<file path="config.mk">
export PLATFORM = sky130hd
export DESIGN_NAME = join_key_signature_partitioner
export DESIGN_NICKNAME = d
export VERILOG_FILES = /design/src/jksp_pkg.sv /design/src/join_key_signature_partitioner.sv /design/src/jksp_front.sv /design/src/jksp_queue.sv /design/src/jksp_back.sv
export SDC_FILE = /design/constraint.sdc
export NUM_CORES = 2
export LEC_CHECK = 0
export BUFFER_PORTS_ARGS = -buffer_cell sky130_fd_sc_hd__clkbuf_2
export CORE_MARGIN = 3
export CORE_UTILIZATION = 45
export DETAILED_ROUTE_END_ITERATION = 7
export PLACE_DENSITY = 0.6
export SLEW_MARGIN = 20
export SYNTH_ARGS = -nofsm -noshare
export SYNTH_HDL_FRONTEND = slang
export SYNTH_HIERARCHICAL = 1
export SYNTH_SLANG_ARGS = --single-unit
</file>
<file path="constraint.sdc">
create_clock -name clk -period 9.6 [get_ports clk]
set_clock_uncertainty 0.05 [all_clocks]
set_input_delay 1.44 -clock clk [delete_from_list [all_inputs] [get_ports clk]]
set_output_delay 1.44 -clock clk [all_outputs]
set_load 0.05 [all_outputs]
</file>
<file path="src/jksp_pkg.sv">
// Shared types, constants and the hash fold for the join-key signature partitioner.
// No dependencies.
`timescale 1ns / 1ps
`default_nettype none

package jksp_pkg;

    localparam logic [63:0] FNV_BASIS     = 64'hcbf29ce484222325;
    // Prime is 2^40 + 0x1b3: fold is (t << 40) + t * 0x1b3
    localparam int          FNV_PRIME_SH  = 40;
    localparam logic [8:0]  FNV_PRIME_LO  = 9'h1b3;

    localparam int NODE_SHIFT  = 24;
    localparam int BATCH_SHIFT = 12;

    localparam int NODE_COUNT_W = 9;
    localparam int NODE_W       = 8;
    localparam int INDEX_W      = 12;
    localparam int CFG_DATA_W   = 9;
    localparam int CFG_INDEX_W  = 1;

    localparam logic [NODE_COUNT_W-1:0] MAX_NODES = 9'd256;

    localparam logic [CFG_INDEX_W-1:0] REG_NODE_COUNT = 1'd0;
    localparam logic [CFG_INDEX_W-1:0] REG_OWN_NODE   = 1'd1;

    localparam int QUEUE_DEPTH = 2;
    localparam int QUEUE_PTR_W = $clog2(QUEUE_DEPTH);
    localparam int QUEUE_CNT_W = $clog2(QUEUE_DEPTH + 1);

    localparam int DIV_STEPS = 64;
    localparam int DIV_CNT_W = $clog2(DIV_STEPS);

    typedef struct packed {
        logic [63:0] pair_sig;
        logic [63:0] fnv_sig;
        logic [31:0] row_id;
    } key_entry_t;

    function automatic logic [63:0] fnv_fold(input logic [63:0] h, input logic [15:0] v);
        logic [63:0] t;
        logic [72:0] lo;
        t  = h ^ {48'd0, v};
        lo = 73'(t) * 73'(FNV_PRIME_LO);
        return lo[63:0] + {t[63-FNV_PRIME_SH:0], {FNV_PRIME_SH{1'b0}}};
    endfunction

endpackage

`default_nettype wire

</file>
<file path="src/join_key_signature_partitioner.sv">
// Top level of the join-key signature partitioner: configuration registers and wiring.
// Depends on jksp_pkg, jksp_front, jksp_queue and jksp_back.
`timescale 1ns / 1ps
`default_nettype none

// Key bytes are taken one per cycle until the queue is full; the FNV hash folds each byte
// in the cycle it arrives, and the pair hash folds each byte after the first with the one
// before it. A key's final item (last_byte or empty_key) drops a finished request into a
// two-entry queue. Behind it a bit-serial divider works out (pair ^ fnv) mod node_count;
// the back end holds each result for as long as the output register is still stalled and
// takes the next request only once that result is loaded. node_count of 0 behaves as 1
// and values above 256 as 256. Write configuration only while the block is idle.
module join_key_signature_partitioner (
    input  wire logic                               clk,
    input  wire logic                               rst_n,

    input  wire logic                               cfg_write,
    input  wire logic [jksp_pkg::CFG_INDEX_W-1:0]   cfg_index,
    input  wire logic [jksp_pkg::CFG_DATA_W-1:0]    cfg_data,

    input  wire logic                               in_valid,
    output logic                                    in_stall,
    input  wire logic [7:0]                         key_byte,
    input  wire logic                               last_byte,
    input  wire logic                               empty_key,
    input  wire logic [jksp_pkg::INDEX_W-1:0]       batch_index,
    input  wire logic [jksp_pkg::INDEX_W-1:0]       row_index,

    output logic                                    out_valid,
    input  wire logic                               out_stall,
    output logic [63:0]                             pair_signature,
    output logic [63:0]                             fnv_signature,
    output logic [jksp_pkg::NODE_W-1:0]             target_node,
    output logic [31:0]                             packed_row_id
);

    logic [jksp_pkg::NODE_COUNT_W-1:0] node_count_reg;
    logic [jksp_pkg::NODE_W-1:0]       own_node_reg;

    logic                  accept;
    logic                  push;
    jksp_pkg::key_entry_t  push_entry;
    logic                  q_full;
    logic                  q_not_empty;
    logic                  q_pop;
    jksp_pkg::key_entry_t  q_head;

    always_ff @(posedge clk or negedge rst_n)
    begin
        if (!rst_n)
        begin
            node_count_reg <= jksp_pkg::NODE_COUNT_W'(1);
            own_node_reg   <= '0;
        end
        else if (cfg_write)
        begin
            case (cfg_index)
                jksp_pkg::REG_NODE_COUNT:
                begin
                    node_count_reg <= cfg_data[jksp_pkg::NODE_COUNT_W-1:0];
                end
                jksp_pkg::REG_OWN_NODE:
                begin
                    own_node_reg <= cfg_data[jksp_pkg::NODE_W-1:0];
                end
                default:
                begin
                    node_count_reg <= node_count_reg;
                end
            endcase
        end
    end

    assign in_stall = q_full;
    assign accept   = in_valid && !in_stall;

    jksp_front u_front (
        .clk         (clk),
        .rst_n       (rst_n),
        .accept      (accept),
        .key_byte    (key_byte),
        .last_byte   (last_byte),
        .empty_key   (empty_key),
        .batch_index (batch_index),
        .row_index   (row_index),
        .own_node    (own_node_reg),
        .push        (push),
        .entry       (push_entry)
    );

    jksp_queue u_queue (
        .clk        (clk),
        .rst_n      (rst_n),
        .push       (push),
        .push_entry (push_entry),
        .pop        (q_pop),
        .full       (q_full),
        .not_empty  (q_not_empty),
        .head       (q_head)
    );

    jksp_back u_back (
        .clk            (clk),
        .rst_n          (rst_n),
        .q_not_empty    (q_not_empty),
        .q_head         (q_head),
        .q_pop          (q_pop),
        .node_count     (node_count_reg),
        .out_valid      (out_valid),
        .out_stall      (out_stall),
        .pair_signature (pair_signature),
        .fnv_signature  (fnv_signature),
        .target_node    (target_node),
        .packed_row_id  (packed_row_id)
    );

endmodule

`default_nettype wire

</file>
<file path="src/jksp_front.sv">
// Front end: folds key bytes into the two running hashes and builds one entry per key.
// Depends on jksp_pkg.
`timescale 1ns / 1ps
`default_nettype none

module jksp_front (
    input  wire logic                          clk,
    input  wire logic                          rst_n,
    input  wire logic                          accept,
    input  wire logic [7:0]                    key_byte,
    input  wire logic                          last_byte,
    input  wire logic                          empty_key,
    input  wire logic [jksp_pkg::INDEX_W-1:0]  batch_index,
    input  wire logic [jksp_pkg::INDEX_W-1:0]  row_index,
    input  wire logic [jksp_pkg::NODE_W-1:0]   own_node,
    output logic                               push,
    output jksp_pkg::key_entry_t               entry
);

    logic [63:0] fnv_reg, fnv_next;
    logic [63:0] pair_reg, pair_next;
    logic [7:0]  prev_reg, prev_next;
    logic        seen_reg, seen_next;

    logic [63:0] fnv_fold_w;
    logic [63:0] pair_fold_w;
    logic        final_w;

    always_comb
    begin
        fnv_fold_w = jksp_pkg::fnv_fold(fnv_reg, {8'd0, key_byte});
        if (seen_reg)
        begin
            pair_fold_w = jksp_pkg::fnv_fold(pair_reg, {prev_reg, key_byte});
        end
        else if (last_byte)
        begin
            pair_fold_w = jksp_pkg::fnv_fold(pair_reg, {8'd0, key_byte});
        end
        else
        begin
            pair_fold_w = pair_reg;
        end

        final_w = empty_key || last_byte;

        entry.row_id = (32'(own_node) << jksp_pkg::NODE_SHIFT)
                     | (32'(batch_index) << jksp_pkg::BATCH_SHIFT)
                     | 32'(row_index);
        if (empty_key)
        begin
            entry.pair_sig = jksp_pkg::FNV_BASIS;
            entry.fnv_sig  = jksp_pkg::FNV_BASIS;
        end
        else
        begin
            entry.pair_sig = pair_fold_w;
            entry.fnv_sig  = fnv_fold_w;
        end
        push = accept && final_w;

        fnv_next  = fnv_reg;
        pair_next = pair_reg;
        prev_next = prev_reg;
        seen_next = seen_reg;
        if (accept)
        begin
            if (final_w)
            begin
                fnv_next  = jksp_pkg::FNV_BASIS;
                pair_next = jksp_pkg::FNV_BASIS;
                prev_next = 8'd0;
                seen_next = 1'b0;
            end
            else
            begin
                fnv_next  = fnv_fold_w;
                pair_next = pair_fold_w;
                prev_next = key_byte;
                seen_next = 1'b1;
            end
        end
    end

    always_ff @(posedge clk or negedge rst_n)
    begin
        if (!rst_n)
        begin
            fnv_reg  <= jksp_pkg::FNV_BASIS;
            pair_reg <= jksp_pkg::FNV_BASIS;
            prev_reg <= 8'd0;
            seen_reg <= 1'b0;
        end
        else
        begin
            fnv_reg  <= fnv_next;
            pair_reg <= pair_next;
            prev_reg <= prev_next;
            seen_reg <= seen_next;
        end
    end

endmodule

`default_nettype wire

</file>
<file path="src/jksp_queue.sv">
// Short queue of finished key entries between front and back ends.
// Depends on jksp_pkg.
`timescale 1ns / 1ps
`default_nettype none

module jksp_queue (
    input  wire logic                  clk,
    input  wire logic                  rst_n,
    input  wire logic                  push,
    input  wire jksp_pkg::key_entry_t  push_entry,
    input  wire logic                  pop,
    output logic                       full,
    output logic                       not_empty,
    output jksp_pkg::key_entry_t       head
);

    jksp_pkg::key_entry_t mem_reg [jksp_pkg::QUEUE_DEPTH];

    logic [jksp_pkg::QUEUE_PTR_W-1:0] wr_ptr_reg, wr_ptr_next;
    logic [jksp_pkg::QUEUE_PTR_W-1:0] rd_ptr_reg, rd_ptr_next;
    logic [jksp_pkg::QUEUE_CNT_W-1:0] count_reg, count_next;
    logic                             do_pop;

    always_comb
    begin
        full      = (count_reg == jksp_pkg::QUEUE_CNT_W'(jksp_pkg::QUEUE_DEPTH));
        not_empty = (count_reg != '0);
        head      = mem_reg[rd_ptr_reg];
        do_pop    = pop && not_empty;

        wr_ptr_next = wr_ptr_reg;
        rd_ptr_next = rd_ptr_reg;
        if (push)
        begin
            wr_ptr_next = (wr_ptr_reg == jksp_pkg::QUEUE_PTR_W'(jksp_pkg::QUEUE_DEPTH - 1))
                        ? '0 : wr_ptr_reg + 1'b1;
        end
        if (do_pop)
        begin
            rd_ptr_next = (rd_ptr_reg == jksp_pkg::QUEUE_PTR_W'(jksp_pkg::QUEUE_DEPTH - 1))
                        ? '0 : rd_ptr_reg + 1'b1;
        end
        count_next = count_reg;
        if (push && !do_pop)
        begin
            count_next = count_reg + 1'b1;
        end
        else if (!push && do_pop)
        begin
            count_next = count_reg - 1'b1;
        end
    end

    always_ff @(posedge clk)
    begin
        if (push)
        begin
            mem_reg[wr_ptr_reg] <= push_entry;
        end
    end

    always_ff @(posedge clk or negedge rst_n)
    begin
        if (!rst_n)
        begin
            wr_ptr_reg <= '0;
            rd_ptr_reg <= '0;
            count_reg  <= '0;
        end
        else
        begin
            wr_ptr_reg <= wr_ptr_next;
            rd_ptr_reg <= rd_ptr_next;
            count_reg  <= count_next;
        end
    end

    a_count_bound: assert property (@(posedge clk) disable iff (!rst_n)
        count_reg <= jksp_pkg::QUEUE_CNT_W'(jksp_pkg::QUEUE_DEPTH))
        else $error("queue count beyond depth");

    a_no_overflow: assert property (@(posedge clk) disable iff (!rst_n)
        !(push && full))
        else $error("request pushed into full queue");

endmodule

`default_nettype wire

</file>
<file path="src/jksp_back.sv">
// Back end: bit-serial modulo of the signature XOR by the node count, and output register.
// Depends on jksp_pkg.
`timescale 1ns / 1ps
`default_nettype none

module jksp_back (
    input  wire logic                               clk,
    input  wire logic                               rst_n,
    input  wire logic                               q_not_empty,
    input  wire jksp_pkg::key_entry_t               q_head,
    output logic                                    q_pop,
    input  wire logic [jksp_pkg::NODE_COUNT_W-1:0]  node_count,
    output logic                                    out_valid,
    input  wire logic                               out_stall,
    output logic [63:0]                             pair_signature,
    output logic [63:0]                             fnv_signature,
    output logic [jksp_pkg::NODE_W-1:0]             target_node,
    output logic [31:0]                             packed_row_id
);

    typedef enum logic [1:0] {
        ST_IDLE,
        ST_DIV,
        ST_DONE
    } back_state_t;

    back_state_t                        state_reg, state_next;
    jksp_pkg::key_entry_t               work_reg, work_next;
    logic [63:0]                        dividend_reg, dividend_next;
    logic [jksp_pkg::NODE_W-1:0]        rem_reg, rem_next;
    logic [jksp_pkg::NODE_COUNT_W-1:0]  divisor_reg, divisor_next;
    logic [jksp_pkg::DIV_CNT_W-1:0]     cnt_reg, cnt_next;
    logic                               out_valid_reg, out_valid_next;
    jksp_pkg::key_entry_t               out_reg, out_next;
    logic [jksp_pkg::NODE_W-1:0]        node_reg, node_next;

    logic [jksp_pkg::NODE_COUNT_W-1:0]  n_clamped;
    logic [jksp_pkg::NODE_COUNT_W-1:0]  trial;
    logic [jksp_pkg::NODE_COUNT_W-1:0]  trial_sub;
    logic                               out_free;

    always_comb
    begin
        if (node_count == '0)
        begin
            n_clamped = jksp_pkg::NODE_COUNT_W'(1);
        end
        else if (node_count > jksp_pkg::MAX_NODES)
        begin
            n_clamped = jksp_pkg::MAX_NODES;
        end
        else
        begin
            n_clamped = node_count;
        end

        trial     = {rem_reg, dividend_reg[63]};
        trial_sub = trial - divisor_reg;
        out_free  = !out_valid_reg || !out_stall;

        state_next     = state_reg;
        work_next      = work_reg;
        dividend_next  = dividend_reg;
        rem_next       = rem_reg;
        divisor_next   = divisor_reg;
        cnt_next       = cnt_reg;
        out_next       = out_reg;
        node_next      = node_reg;
        out_valid_next = out_valid_reg && out_stall;
        q_pop          = 1'b0;

        case (state_reg)
            ST_IDLE:
            begin
                if (q_not_empty)
                begin
                    q_pop         = 1'b1;
                    work_next     = q_head;
                    dividend_next = q_head.pair_sig ^ q_head.fnv_sig;
                    rem_next      = '0;
                    divisor_next  = n_clamped;
                    cnt_next      = '0;
                    state_next    = ST_DIV;
                end
            end
            ST_DIV:
            begin
                if (trial >= divisor_reg)
                begin
                    rem_next = trial_sub[jksp_pkg::NODE_W-1:0];
                end
                else
                begin
                    rem_next = trial[jksp_pkg::NODE_W-1:0];
                end
                dividend_next = {dividend_reg[62:0], 1'b0};
                cnt_next      = cnt_reg + 1'b1;
                if (cnt_reg == jksp_pkg::DIV_CNT_W'(jksp_pkg::DIV_STEPS - 1))
                begin
                    state_next = ST_DONE;
                end
            end
            ST_DONE:
            begin
                if (out_free)
                begin
                    out_next       = work_reg;
                    node_next      = rem_reg;
                    out_valid_next = 1'b1;
                    state_next     = ST_IDLE;
                end
            end
            default:
            begin
                state_next = ST_IDLE;
            end
        endcase
    end

    always_ff @(posedge clk or negedge rst_n)
    begin
        if (!rst_n)
        begin
            state_reg     <= ST_IDLE;
            out_valid_reg <= 1'b0;
            cnt_reg       <= '0;
            work_reg      <= '0;
            dividend_reg  <= '0;
            rem_reg       <= '0;
            divisor_reg   <= jksp_pkg::NODE_COUNT_W'(1);
            out_reg       <= '0;
            node_reg      <= '0;
        end
        else
        begin
            state_reg     <= state_next;
            out_valid_reg <= out_valid_next;
            cnt_reg       <= cnt_next;
            work_reg      <= work_next;
            dividend_reg  <= dividend_next;
            rem_reg       <= rem_next;
            divisor_reg   <= divisor_next;
            out_reg       <= out_next;
            node_reg      <= node_next;
        end
    end

    assign out_valid      = out_valid_reg;
    assign pair_signature = out_reg.pair_sig;
    assign fnv_signature  = out_reg.fnv_sig;
    assign packed_row_id  = out_reg.row_id;
    assign target_node    = node_reg;

    a_rem_below_divisor: assert property (@(posedge clk) disable iff (!rst_n)
        (state_reg != ST_IDLE) |-> (jksp_pkg::NODE_COUNT_W'(rem_reg) < divisor_reg))
        else $error("remainder not below divisor");

    a_div_ends: assert property (@(posedge clk) disable iff (!rst_n)
        (state_reg == ST_DIV && cnt_reg == jksp_pkg::DIV_CNT_W'(jksp_pkg::DIV_STEPS - 1))
        |=> (state_reg == ST_DONE))
        else $error("division did not finish after last step");

endmodule

`default_nettype wire

</file>
[Word level (Yosys, flattened, before mapping)]
Memory sizes are Yosys's and may differ from the RTL's.
Index checks and enable logic that the tools add are counted.
Word-level totals
  memories: 1
  memory bits (writable): 320
  word-level logic and storage cells: 105
  input port bits: 49
  output and inout bits: 170
  register bits: 576
Operators by class
  $lt $le $gt $ge: 2
  multipliers: 3
  multiplexer cells: 30
  reduce and logical (&&, ||, !) cells: 24
  add/sub/neg operators: 9
  eq/ne operators: 7
  bitwise logic cells: 7
Memory list
  u_queue.mem_reg: depth 2, width 160, rd ports 1, clocked after Yosys merged registers in 0, wr ports 1, RTL line jksp_queue.sv:17  | jksp_pkg::key_entry_t mem_reg [jksp_pkg::QUEUE_DEPTH];
Operator list (number)
  $mux 64: 5
  $add 64x64->64: 3
  $mul 64x9->64 const B: 3
  $mux 128: 1
  $pmux 64 s2: 1
  $xor 64x8->64: 2
  $xor 64x16->64: 1
  $xor 64x64->64: 1
  $or 32x12->32: 1
  $or 32x24->32: 1
  $mux 8: 3
  $mux 9: 2
  $pmux 8 s2: 1
  $pmux 6 s2: 1
  $mux 2: 5
  $reduce_and 2->1: 5
  $ge 9x9->1: 1
  $gt 9x9->1 const B: 1
  $logic_not 9->1: 1
  $mux 1: 9
  $sub 8x8->8: 1
  $add 6x1->6 const B: 1
  $eq 6x6->1 const B: 1
  $logic_and 1x1->1: 6
  other kinds (15): 25

[Depth between registers and ports, before layout]
  depth in word-level cells: 8
  depth in mapped cells: 25
  gate-level depth less buffers: 24

[Cells and area by module]
Netlist, hierarchy kept.
By module, submodules not included
  jksp_front: sequential area each 3498.4 µm², times used 1, cells an instance 3857, area an instance 34424.3 µm²
  jksp_back: sequential area each 10461.3 µm², times used 1, cells an instance 1474, area an instance 16796.1 µm²
  jksp_queue: sequential area each 9709.3 µm², times used 1, cells an instance 514, area an instance 12096.6 µm²
  join_key_signature_partitioner: sequential area each 426.7 µm², times used 1, cells an instance 38, area an instance 689.4 µm²

[Least setup slack after synthesis]
No wires, ideal clock.
  path type: input -> register
  start point: in in_valid
  end point: mem u_queue/mem_reg[0][0] (netlist bit) (enable)
  library setup time: 0.701 ns
  data arrival time: 9.316 ns
  data required time: 8.849 ns
  cell stages on the path: 6
  setup slack: -0.467 ns
  path through: nor2b_1 > clkbuf_1 > clkbuf_1 > nand2_1 > inv_1 > nor2b_1
Between the ends
  longest elaborated chain between the ends: 4
Ends and longest elaborated chain
  start: declaration: RTL line join_key_signature_partitioner.sv:21  | input wire logic in_valid,
  $logic_and 1x1->1: RTL line join_key_signature_partitioner.sv:75  | assign accept = in_valid && !in_stall;
  $logic_and 1x1->1: RTL line jksp_front.sv:60  | push = accept && final_w;
  named net push: RTL line join_key_signature_partitioner.sv:41  | logic push;
  $mux 1: RTL line jksp_queue.sv:56  | if (push)
  $mux 1 (implied by the code): RTL line jksp_queue.sv:58  | mem_reg[wr_ptr_reg] <= push_entry;
  end: declaration: RTL line jksp_queue.sv:17
The timed path passes the listed nets, and every way through them passes these cells.

==> summary.md <==
| Metric | Value |
|---|---|
| Setup violations, final | `0` |
| Leading cell type by number of instances after synthesis | `inv_1` |
| Fin. max-slew vios | `0` |
| Sequential cell area fraction in the yosys report | `37.6%` |
| Initial Util | `between 40 and 50%` |
| Period utilization | `84.3%` |
| Post-synth ARST share | `between 60% and 70%` |
| Largest cells by area after synthesis | `dfrtp_1, fa_1, edfxtp_1` |
| Unrepaired setup endpoints after global routing | `false` |
| Total of max-cap violations | `0` |
| CTS H-tree lvls | `3` |
| CTS clk-pin slew, worst paths | `0.06 ns` |
| CP Cell Sequence | `clkbuf_2, xnor2_1, inv_1, ha_1, xor2_1, a21o_1, inv_1, fa_1, inv_1, fa_1, ha_1, ha_1, o211ai_1, a31oi_1, o22ai_2, o41ai_4, a41oi_2, or2_1, a2111o_1, a21oi_1, a211oi_1, o21ai_1, a21oi_1, a211oi_1` |
| Status | `finished clean` |
| DP HPWL | `156 mm` |
| Die width | `383 um` |
| Final hold violation count | `0` |
| Yosys reg bits | `896` |
| GRT Overall Usage | `27.3%` |
| Layout area overhead | `9.47%` |
| Slowest CP cell | `xnor2_1` |
| Routed WL per cell | `24.9 um` |
| Cts bufs inserted | `97` |
| Post-synth EDFFs | `320` |
| Grt total ovfl | `0` |
| CP Class | `primary input to flop` |
| Drt pass-1 iters | `6` |
| Area after DPL | `0.0668 mm2` |
| Routed wire length | `199 mm` |
| Max reg flops | `320` |
| Core Rows | `137` |
| Synth Warn # | `6` |
| Post-CTS Resized | `0` |
| Initial antenna violation count | `14` |
| Post-Syn Area | `around 0.064 mm2` |
| Yosys top cell by area | `dfrtp_1` |
| Clock Tree Root | `clkbuf_16` |
| Achievable Freq | `124 MHz` |
| Non-Filler Instances | `7965` |
| CTS Sinks | `896` |
| Crit start category | `primary input` |
| GP Congestion | `0.966` |
| Worst-skew pair later-pin latency | `0.72 ns` |
| Critical path arrival | `about 8.6 ns` |
| Syn Area/Cell | `around 11 um2` |
| Worst path max stage delay | `0.79 ns` |
| Post-CTS setup buffers | `0` |
| Synth Instances | `5883` |
| Vias | `43.5k` |
| Most used flip-flop cell after synthesis | `dfrtp_1` |
| Top-area cell type share of the netlist area | `20.3%` |
| Post-synth top cells | `inv_1, nand2_1, fa_1` |
| DRT antenna net count | `0` |
| Initial DRC count | `3725` |
| Clock period minus worst slack | `roughly 8 ns` |
| Final #Nets | `between 7k and 8k` |
| Die Footprint | `0.147 mm2` |
| Req. time, crit path | `10.06 ns` |
| Cells after DPL | `just under 8k` |
| Syn_nets | `about 6.9k` |
| Worst setup EP type | `flop` |
| TritonCTS clock tree | `built` |
| Top Ports | `219` |
| Cell area after layout | `0.0701 mm2` |
| # hold bufs at CTS | `0` |
| DRC viols | `0` |
| Die Y | `383 um` |
| Largest net degree at the start of global routing | `183` |
| Hold/Removal Path Class | `flop to flop` |
| Slew at the pin closest to its max-slew limit | `approximately 1.2 ns` |
| Critical-path maximum fanout | `6` |
| Fraction of final layout cells sized beyond drive strength 1 | `15.1%` |
| First-pass GRT wire length | `~300 mm` |
| Port Buffers | `218` |
| Vias per inst | `5.47` |
| Core Region | `0.140 mm2` |
| Max-slew headroom | `17.3%` |
| Vias in the first global route | `45.0k` |
| Maximum clock path buffer count | `3` |
| Setup TNS Final | `0 ns` |
| Yosys cell types | `96` |
## critical path: cells and delay by family
family / cells / cell delay, ns
compound gates: 12 / 2.90
fa+ha+maj: 5 / 1.97
xor+xnor: 2 / 1.25
buf+inv: 4 / 0.54
simple gates: 1 / 0.40
## worst paths after layout
| path | from | to | slack [ns] | cells past startpoint |
|---|---|---|---|---|
| min | own_node_reg[7]$_DFFE_PN0P_ | u_queue/mem_reg[0][31]$_DFFE_PP_ | 0.42 | 0 |
| min in group asynchronous | rst_n | u_back/packed_row_id[15]$_DFFE_PN0P_ | 0.72 | 1 |
| max | key_byte[0] | u_queue/mem_reg[1][151]$_DFFE_PP_ | 1.51 | 24 |
| min reg2reg | own_node_reg[7]$_DFFE_PN0P_ | u_queue/mem_reg[0][31]$_DFFE_PP_ | 0.42 | 0 |
| max reg2reg | u_front/pair_reg[13]$_DFFE_PN1P_ | u_queue/mem_reg[0][153]$_DFFE_PP_ | 1.88 | 22 |
| max in group asynchronous | rst_n | u_queue/rd_ptr_reg$_DFFE_PN0P_ | 6.97 | 3 |
## layer usage
layer	GRT usage (%)	vias to the layer above	wire (um)
li1	-	19800	-
met4	8.38	12	6520
met1	39.2	22000	90200
met2	40.1	1435	84400
met3	7.43	291	17400
met5	0	-	73
## stage by stage
step | setup WS [ns] | utilization [%] | hold slack, ns
floorplan | 2.63 | - | 0.392
detailed placement | 0.922 | 47.6 | 0.400
global placement | 1.00 | 47.6 | 0.393
finish | 1.51 | 49.9 | 0.416
global route | 1.21 | 49.9 | 0.436
CTS | 1.66 | 49.9 | 0.412
## cells by family after synthesis
| logic type | share of synthesized area, % |
|---|---|
| simple gates | 8.41 |
| buf+inv | 6.96 |
| fa+ha+maj | 25.0 |
| compound gates | 10.0 |
| xor+xnor | 4.78 |
| flops | 37.6 |
| mux | 7.14 |
## cells in the final DEF, fill, tap and decap left out, drive strengths merged, types with 58 or more instances in the layout
cell,Yosys,routed
a21o,103,103
a21oi,247,247
a221o,64,64
buf,118,61
clkbuf,139,345
dfrtp,518,518
dfstp,58,58
edfxtp,320,320
fa,524,524
ha,442,442
inv,852,857
mux2,350,350
nand2,695,695
nor2,276,276
o21ai,177,177
xnor2,222,222
xor2,127,127
## cell type report
| type | instances | area, um2 |
|---|---|---|
| antenna | 2 | 5.00 |
| clock buffer | 129 | 2700 |
| clock inverter | 55 | 558 |
| fill | 12700 | 70300 |
| inverter | 852 | 3210 |
| multi-input combinational | 3878 | 35500 |
| sequential | 896 | 24100 |
| tap | 1876 | 2350 |
| timing repair buffer | 277 | 1620 |
Power is not shown: default switching activity piles up to over one toggle a cycle in this logic, so the estimate is an artifact.
